File: config.mk
export PLATFORM = sky130hd
export DESIGN_NAME = charge_current_regulator_core
export DESIGN_NICKNAME = d
export VERILOG_FILES = /design/src/design/ccr_pkg.sv /design/src/design/charge_current_regulator_core.sv
export SDC_FILE = /design/constraint.sdc
export NUM_CORES = 1
export LEC_CHECK = 0
export ABC_AREA = 1
export BUFFER_PORTS_ARGS = -buffer_cell sky130_fd_sc_hd__buf_2
export CAP_MARGIN = 20
export CORE_AREA = 2 2 132 134
export CTS_CLUSTER_DIAMETER = 200
export DETAILED_ROUTE_END_ITERATION = 12
export DIE_AREA = 0 0 134 136
export GPL_TIMING_DRIVEN = 0
export PLACE_DENSITY = 0.73
export SLEW_MARGIN = 20
export SYNTH_ARGS = -nofsm -noshare
export SYNTH_HDL_FRONTEND = slang
export SYNTH_SLANG_ARGS = --single-unit
File: constraint.sdc
create_clock -name aclk -period 5.9 [get_ports aclk]
set_clock_uncertainty 0.15 [all_clocks]
set_input_delay 0.59 -clock aclk [delete_from_list [all_inputs] [get_ports aclk]]
set_output_delay 0.59 -clock aclk [all_outputs]
set_load 0.01 [all_outputs]
File: src/design/ccr_pkg.sv
`default_nettype none

package ccr_pkg;

    localparam int SampleW = 10;
    localparam int DriveW  = 16;
    localparam int TargetW = 14;
    localparam int ModeW   = 8;
    localparam int OffsetW = 8;
    localparam int PhaseW  = 2;
    localparam int SlopeW  = 3;
    localparam int PauseW  = 5;

    localparam int InDataW  = 16;
    localparam int OutDataW = 24;
    localparam int AddrW    = 4;
    localparam int DataW    = 32;

    localparam logic [SampleW-1:0] PumpLimit  = 10'd794;
    localparam logic [SampleW-1:0] WaitLimit  = 10'd744;
    localparam logic [SampleW-1:0] TopupLimit = 10'd868;
    localparam logic [SlopeW-1:0]  SlopeMax   = 3'd6;
    localparam logic [PauseW-1:0]  PauseShort = 5'd10;
    localparam logic [PauseW-1:0]  PauseLong  = 5'd20;
    localparam logic [PauseW-1:0]  PauseSat   = 5'd31;

    localparam logic [TargetW-1:0] TargetReset = 14'd10;
    localparam logic [ModeW-1:0]   ModeReset   = 8'd0;
    localparam logic [OffsetW-1:0] OffsetReset = 8'd4;

    localparam logic [ModeW-1:0] ModeTrack  = 8'd1;
    localparam logic [ModeW-1:0] ModeSearch = 8'd2;

    typedef enum logic [1:0] {
        REG_TARGET = 2'd0,
        REG_MODE   = 2'd1,
        REG_OFFSET = 2'd2,
        REG_NONE   = 2'd3
    } reg_idx_t;

    typedef enum logic [PhaseW-1:0] {
        PH_PUMP  = 2'd0,
        PH_PAUSE = 2'd1,
        PH_WAIT  = 2'd2,
        PH_TOPUP = 2'd3
    } phase_t;

endpackage

`default_nettype wire

File: src/design/charge_current_regulator_core.sv
`default_nettype none

// Channel   Direction  tdata fields (lowest bit up)                     tuser
// s_        in         battery_sample[9:0], start_charge[10], zero pad   -
// m_        out        pwm_compare[15:0], search_phase[17:16], zero pad  -
// apb       in         target_current @0x0, regulation_mode @0x4,
//                      drive_offset @0x8
//
// One transaction per cycle unless stalled; result registered on acceptance.
// The state update and the result register sit behind one short add/compare path.
// Reset is synchronous (aresetn low) and resets all registers but m_tdata_reg.
// A stalled result holds in the output register; s_tready drops only while it waits.

module charge_current_regulator_core (
    input  wire                              aclk,
    input  wire                              aresetn,
    input  wire                              s_tvalid,
    output logic                             s_tready,
    // battery_sample[9:0], start_charge[10]
    input  wire  [ccr_pkg::InDataW-1:0]      s_tdata,
    output logic                             m_tvalid,
    input  wire                              m_tready,
    // pwm_compare[15:0], search_phase[17:16]
    output logic [ccr_pkg::OutDataW-1:0]     m_tdata,
    input  wire                              psel,
    input  wire                              penable,
    input  wire                              pwrite,
    input  wire  [ccr_pkg::AddrW-1:0]        paddr,
    input  wire  [ccr_pkg::DataW-1:0]        pwdata,
    output logic [ccr_pkg::DataW-1:0]        prdata,
    output logic                             pready
);
    import ccr_pkg::*;

    logic [TargetW-1:0] target_reg;
    logic [ModeW-1:0]   mode_reg;
    logic [OffsetW-1:0] offset_reg;

    logic [SampleW-1:0] prev_reg, prev_next;
    logic [DriveW-1:0]  drive_reg, drive_next;
    phase_t             phase_reg, phase_next;
    logic [SlopeW-1:0]  slope_reg, slope_next;
    logic [PauseW-1:0]  pause_reg, pause_next;

    logic               m_tvalid_reg;
    logic [OutDataW-1:0] m_tdata_reg;

    reg_idx_t           cfg_idx;
    logic               cfg_wr;
    logic               s_fire;

    logic [SampleW-1:0] sample;
    logic               start;
    logic [SampleW-1:0] prev_eff;
    logic [DriveW-1:0]  drive_eff;
    phase_t             phase_eff;
    logic [SlopeW-1:0]  slope_eff;
    logic [PauseW-1:0]  pause_eff;
    logic signed [SampleW:0]   diff;
    logic signed [SampleW+1:0] pump_add;
    logic signed [SampleW+1:0] topup_add;
    logic [DriveW-1:0]  target;
    logic [SlopeW-1:0]  slope_inc;
    logic [PauseW-1:0]  pause_inc;
    logic [DriveW-1:0]  pwm;

    assign pready   = 1'b1;
    assign cfg_idx  = reg_idx_t'(paddr[3:2]);
    assign cfg_wr   = psel && penable && pwrite && pready;

    always_comb begin
        unique case (cfg_idx)
            REG_TARGET: prdata = {{(DataW-TargetW){1'b0}}, target_reg};
            REG_MODE:   prdata = {{(DataW-ModeW){1'b0}}, mode_reg};
            REG_OFFSET: prdata = {{(DataW-OffsetW){1'b0}}, offset_reg};
            default:    prdata = '0;
        endcase
    end

    assign s_tready = !m_tvalid_reg || m_tready;
    assign s_fire   = s_tvalid && s_tready;
    assign m_tvalid = m_tvalid_reg;
    assign m_tdata  = m_tdata_reg;

    assign sample    = s_tdata[SampleW-1:0];
    assign start     = s_tdata[SampleW];
    assign prev_eff  = start ? sample : prev_reg;
    assign drive_eff = start ? '0 : drive_reg;
    assign phase_eff = start ? PH_PUMP : phase_reg;
    assign slope_eff = start ? '0 : slope_reg;
    assign pause_eff = start ? '0 : pause_reg;

    assign diff      = $signed({1'b0, sample}) - $signed({1'b0, prev_eff});
    assign pump_add  = 12'sd1 - {diff[SampleW], diff};
    assign topup_add = 12'sd3 - {diff[SampleW], diff};
    assign target    = {{(DriveW-TargetW-1){1'b0}}, target_reg, 1'b0};
    assign slope_inc = slope_eff + 3'd1;
    assign pause_inc = (pause_eff < PauseSat) ? pause_eff + 5'd1 : pause_eff;

    always_comb begin
        drive_next = drive_eff;
        phase_next = phase_eff;
        slope_next = slope_eff;
        pause_next = pause_eff;
        prev_next  = sample;
        if (mode_reg == ModeTrack) begin
            if (drive_eff > target) begin
                drive_next = drive_eff - 16'd1;
            end else if (drive_eff < target) begin
                drive_next = drive_eff + 16'd1;
            end
        end else if (mode_reg == ModeSearch) begin
            unique case (phase_eff)
                PH_PUMP: begin
                    if (sample < PumpLimit) begin
                        if (diff < 11'sd1) begin
                            drive_next = drive_eff + {5'd0, pump_add[SampleW:0]};
                            slope_next = slope_inc;
                            if (slope_inc > SlopeMax) begin
                                phase_next = PH_WAIT;
                                drive_next = '0;
                                slope_next = '0;
                            end
                        end else begin
                            slope_next = '0;
                        end
                    end else begin
                        phase_next = PH_PAUSE;
                        pause_next = '0;
                    end
                end
                PH_PAUSE: begin
                    if (pause_eff < PauseShort) begin
                        pause_next = pause_inc;
                    end else begin
                        drive_next = '0;
                        phase_next = PH_WAIT;
                        pause_next = '0;
                    end
                end
                PH_WAIT: begin
                    if (sample >= WaitLimit) begin
                        pause_next = pause_inc;
                        if (pause_inc > PauseLong) begin
                            phase_next = PH_TOPUP;
                        end
                    end else if (diff >= 11'sd0) begin
                        slope_next = slope_inc;
                        if (slope_inc > SlopeMax) begin
                            phase_next = PH_PUMP;
                            slope_next = '0;
                        end
                    end else begin
                        slope_next = '0;
                    end
                end
                PH_TOPUP: begin
                    if (sample < TopupLimit && diff < 11'sd3) begin
                        drive_next = drive_eff + {5'd0, topup_add[SampleW:0]};
                    end
                end
                default: begin
                    phase_next = phase_eff;
                end
            endcase
        end else begin
            drive_next = target;
        end
    end

    assign pwm = drive_next + {{(DriveW-OffsetW){1'b0}}, offset_reg};

    always_ff @(posedge aclk) begin
        if (!aresetn) begin
            target_reg   <= TargetReset;
            mode_reg     <= ModeReset;
            offset_reg   <= OffsetReset;
            prev_reg     <= '0;
            drive_reg    <= '0;
            phase_reg    <= PH_PUMP;
            slope_reg    <= '0;
            pause_reg    <= '0;
            m_tvalid_reg <= 1'b0;
        end else begin
            if (cfg_wr) begin
                unique case (cfg_idx)
                    REG_TARGET: target_reg <= pwdata[TargetW-1:0];
                    REG_MODE:   mode_reg   <= pwdata[ModeW-1:0];
                    REG_OFFSET: offset_reg <= pwdata[OffsetW-1:0];
                    default:    target_reg <= target_reg;
                endcase
            end
            if (s_fire) begin
                prev_reg     <= prev_next;
                drive_reg    <= drive_next;
                phase_reg    <= phase_next;
                slope_reg    <= slope_next;
                pause_reg    <= pause_next;
                m_tvalid_reg <= 1'b1;
            end else if (m_tready) begin
                m_tvalid_reg <= 1'b0;
            end
        end
    end

    always_ff @(posedge aclk) begin
        if (s_fire) begin
            m_tdata_reg <= {{(OutDataW-DriveW-PhaseW){1'b0}}, phase_next, pwm};
        end
    end

`ifndef ASSERT_OFF
    a_reset_clears_valid: assert property (@(posedge aclk)
        !aresetn |=> !m_tvalid)
        else $error("result valid after reset");

    a_start_pump_phase: assert property (@(posedge aclk) disable iff (!aresetn)
        s_fire && start && mode_reg != ModeSearch |=> m_tdata[17:16] == PH_PUMP)
        else $error("start transaction left search phase set");

    a_fixed_drive: assert property (@(posedge aclk) disable iff (!aresetn)
        s_fire && mode_reg != ModeTrack && mode_reg != ModeSearch
        |=> m_tdata[15:0] == $past(target + {8'd0, offset_reg}))
        else $error("fixed drive result mismatch");

    a_state_moves_on_fire: assert property (@(posedge aclk) disable iff (!aresetn)
        !s_fire |=> $stable(drive_reg) && $stable(prev_reg))
        else $error("regulator state changed without a transaction");
`endif

endmodule

`default_nettype wire

==> load_flow_metrics.sql <==
INSERT INTO impl_metrics (metric_group, metric, value, unit) VALUES
('status', 'run_status', 'complete, no violations', ''),
('yosys', 'synth_async_sr_flop_share', '0', '%'),
('yosys', 'ys_types', '59', ''),
('routing', 'remaining_drc_errors', '0', ''),
('setup_path', 'rr_worst_depth', '30', ''),
('yosys', 'syn-cell-area', '8260', 'sq um'),
('setup_path', 'timing.critical_path.buf_inv', '7', ''),
('sta', 'layout_worst_path_cycle_share', '94.8', '%'),
('power', 'total_switching_power', '0.839', 'mW'),
('sta', 'timing_hold_violations_final', '0', ''),
('floorplanning', 'pin_count', '118', ''),
('power', 'share_seq_of_total_power', '29.9', '%'),
('sta', 'worstMarginPinSlew', '0.879', 'ns'),
('floorplanning', 'std_cell_rows', '48', ''),
('setup_path', 'worstPathRequired', '5.86', 'ns'),
('power', 'comb_power_share', '41.0', '%'),
('yosys', 'post_synth.cell_area_avg', '6.56', 'sq um'),
('placement', 'place.detailed.instances', '1574', ''),
('setup_path', 'reg2reg_slack', '0.48', 'ns'),
('cts', 'cts_max_path_buffers', '2', ''),
('placement', 'detailedPlace.worstSlack', '-1.40', 'ns'),
('global_route', 'busiest_layer', 'met2', ''),
('global_route', 'largest_net_degree_at_the_start_of_global_routing', '28', ''),
('sta', 'maxSlewViolCount', '0', ''),
('power', 'pwr-share-clk', '29.2', '%'),
('setup_path', 'worst-path-stages', '33', ''),
('cts', 'cts_root_buf', 'clkbuf_16', ''),
('cts', 'tritoncts', 'built', ''),
('setup_path', 'worstPathArrival', '5.55', 'ns'),
('routing', 'dr.first_iter.drc_count', '745', ''),
('power', 'total_power_consumption', '2.15', 'mW'),
('setup_path', 'startpoint', 's_tdata[10]', ''),
('setup_path', 'critical_path.endpoint_type', 'flip-flop', ''),
('run', 'maxCapViolCount', '0', ''),
('cts', 'clock_sink_count', '85', ''),
('yosys', 'dominant_combinational_cell_family_by_area_after_synthesis', 'simple AND/OR/NAND/NOR gates', ''),
('power', 'p_per_area', '226', 'nW/um^2'),
('cells_and_area', 'final_core_util', '56.3', '%'),
('sta', 'totalNegativeSetupSlack', '0', 'ns'),
('routing', 'post_drt_via_cell_ratio', '5.41', ''),
('worst_hold_path', 'hold_start', 'slope_reg[1]', ''),
('routing', 'vias', '8662', ''),
('cts', 'cts.hold.buffers_added', '0', ''),
('setup_path', 'timing.rr.end', 'm_tdata[12]', ''),
('placement', 'place.detailed.hpwl', '19.7', 'mm'),
('cells_and_area', 'insertedDiodeCount', '0', ''),
('setup_path', 'worstSetupStartpointType', 'input port', ''),
('placement', 'finalWeightedCongestion', '0.969', ''),
('routing', 'wl_per_cell', '15.5', 'um'),
('sta', 'final.min_clock_period', '5.59', 'ns'),
('cts', 'cts_htree_levels', '3', ''),
('power', 'leakagePower', '4.59', 'nW'),
('global_route', 'grtUsageMet1', '38.0', '%'),
('routing', 'final_antenna_net_count', '0', ''),
('floorplanning', 'die_area', '18200', 'sq um'),
('worst_hold_path', 'hold_path_class', 'reg2reg', ''),
('sta', 'finalSetupViolations', '0', ''),
('global_route', 'antenna_found_initial', '0', ''),
('power', 'swShare', '39.0', '%'),
('global_route', 'global_route.usage.met2', '44.2', '%'),
('cells_and_area', 'largest_register_ff_count', '18', ''),
('worst_hold_path', 'hold_path_cell_cnt', '2', ''),
('global_route', 'groute.usage.overall', '27.6', '%'),
('setup_path', 'criticalPathCategory', 'in2reg', ''),
('cells_and_area', 'layout-area-overhead-vs-synth', '15.0', '%'),
('routing', 'drt_pre_antenna_iters', '5', ''),
('yosys', 'proportion_of_synthesized_chip_area_in_sequential_cells', '22.8', '%'),
('global_route', 'number_of_global_route_vias_before_repair', '7809', ''),
('power', 'power.ir.vdd_worst', '155', 'uV'),
('sta', 'slew_headroom', '41.0', '%'),
('setup_path', 'reg2reg_from', 'prev_reg[0]', '');
[placed cells by master (no fill, tap or decap), types with 23 or more instances in the layout]
cell type  Yosys  routed
nand3_1       59      58
conb_1         2      25
buf_2          2      65
a21oi_1      107     101
inv_1        167     164
buf_4         27      38
nor2_1       162     162
nand2_2       20      23
ha_1          61      57
o21ai_0      112     102
dfxtp_1       67      67
xor2_1        32      31
o211ai_1      25      25
nand2_1      227     224
[worst min-delay path by stage]
stage,endpoint,slack (ns)
3_3_place_gp,slope_reg[1],0.30
5_1_grt,slope_reg[1],0.34
6_report,slope_reg[1],0.32
4_1_cts,slope_reg[1],0.32
3_5_place_dp,slope_reg[1],0.31
2_1_floorplan,slope_reg[2],0.30
[logic make-up after synthesis]
kind of cell	count (synthesis)
AOI/OAI and AO/OA	291
and+or+nand+nor	541
muxes	5
adders and majority gates	65
other	2
buffers and inverters	228
DFF	85
xor gates and xnor gates	43
[synthesized netlist by cell type (all sizes together), types with 22 or more instances]
library cell | n | share of area, %
xor2 | 32 | 3.4
nor3 | 22 | 1.7
inv | 174 | 7.9
nor2 | 174 | 8.6
o211ai | 25 | 2.3
dfxtp | 67 | 16
buf | 31 | 2.7
o21ai | 115 | 7.0
nand2 | 253 | 13
a21oi | 111 | 6.9
ha | 61 | 9.2
nand3 | 69 | 5.1
[per-stage QoR]
stage / hold slack [ns] / area [sq um]
floorplan: 0.295 / 8350
global placement: 0.303 / 8960
detailed placement: 0.308 / 8960
CTS: 0.318 / 9340
global route: 0.340 / 9500
finish: 0.315 / 9500
[per-layer routing]
| metal | routed length, um | up-vias |
|---|---|---|
| met5 | 0 | - |
| met4 | 636 | 0 |
| met3 | 1950 | 43 |
| met2 | 11000 | 337 |
| met1 | 11200 | 3924 |
| li1 | - | 4358 |
[worst register-to-register path: cells and delay by family, from the launching register on]
| family | cells | cell delay, ns |
|---|---|---|
| AOI/OAI and AO/OA | 11 | 1.53 |
| xor gates and xnor gates | 1 | 0.15 |
| adders and majority gates | 5 | 1.64 |
| buffers and inverters | 5 | 0.60 |
| DFF | 1 | 0.31 |
| and+or+nand+nor | 8 | 0.77 |
[area by class of cell]
cell class / instances / area, sq um / share of cell area [%]
clock buffer: 11 / 233 / 2.45
tap: 225 / 282 / 2.96
multi-input combinational: 970 / 5620 / 59.2
buffer: 50 / 314 / 3.30
clock inverter: 5 / 85.1 / 0.895
inverter: 177 / 667 / 7.02
timing repair buffer: 77 / 419 / 4.41
sequential: 85 / 1880 / 19.8
[power by group through the flow]
| stage | clock network (mW) | logic, mW | registers (mW) |
|---|---|---|---|
| finish | 0.628 | 0.881 | 0.642 |
| global route | 0.655 | 0.982 | 0.645 |
| CTS | 0.635 | 0.845 | 0.641 |
| detailed placement | 0 | 0.832 | 0.653 |
| global placement | 0 | 0.822 | 0.653 |
| floorplan | 0 | 0.629 | 0.656 |
[repair_timing]
item	CTS	global route
endpoints found under the setup margin	12	9
gates cloned	0	0
resized for setup	20	29
pin swaps	3	7
setup buffers	1	10
(Power assumes the default switching activity.)
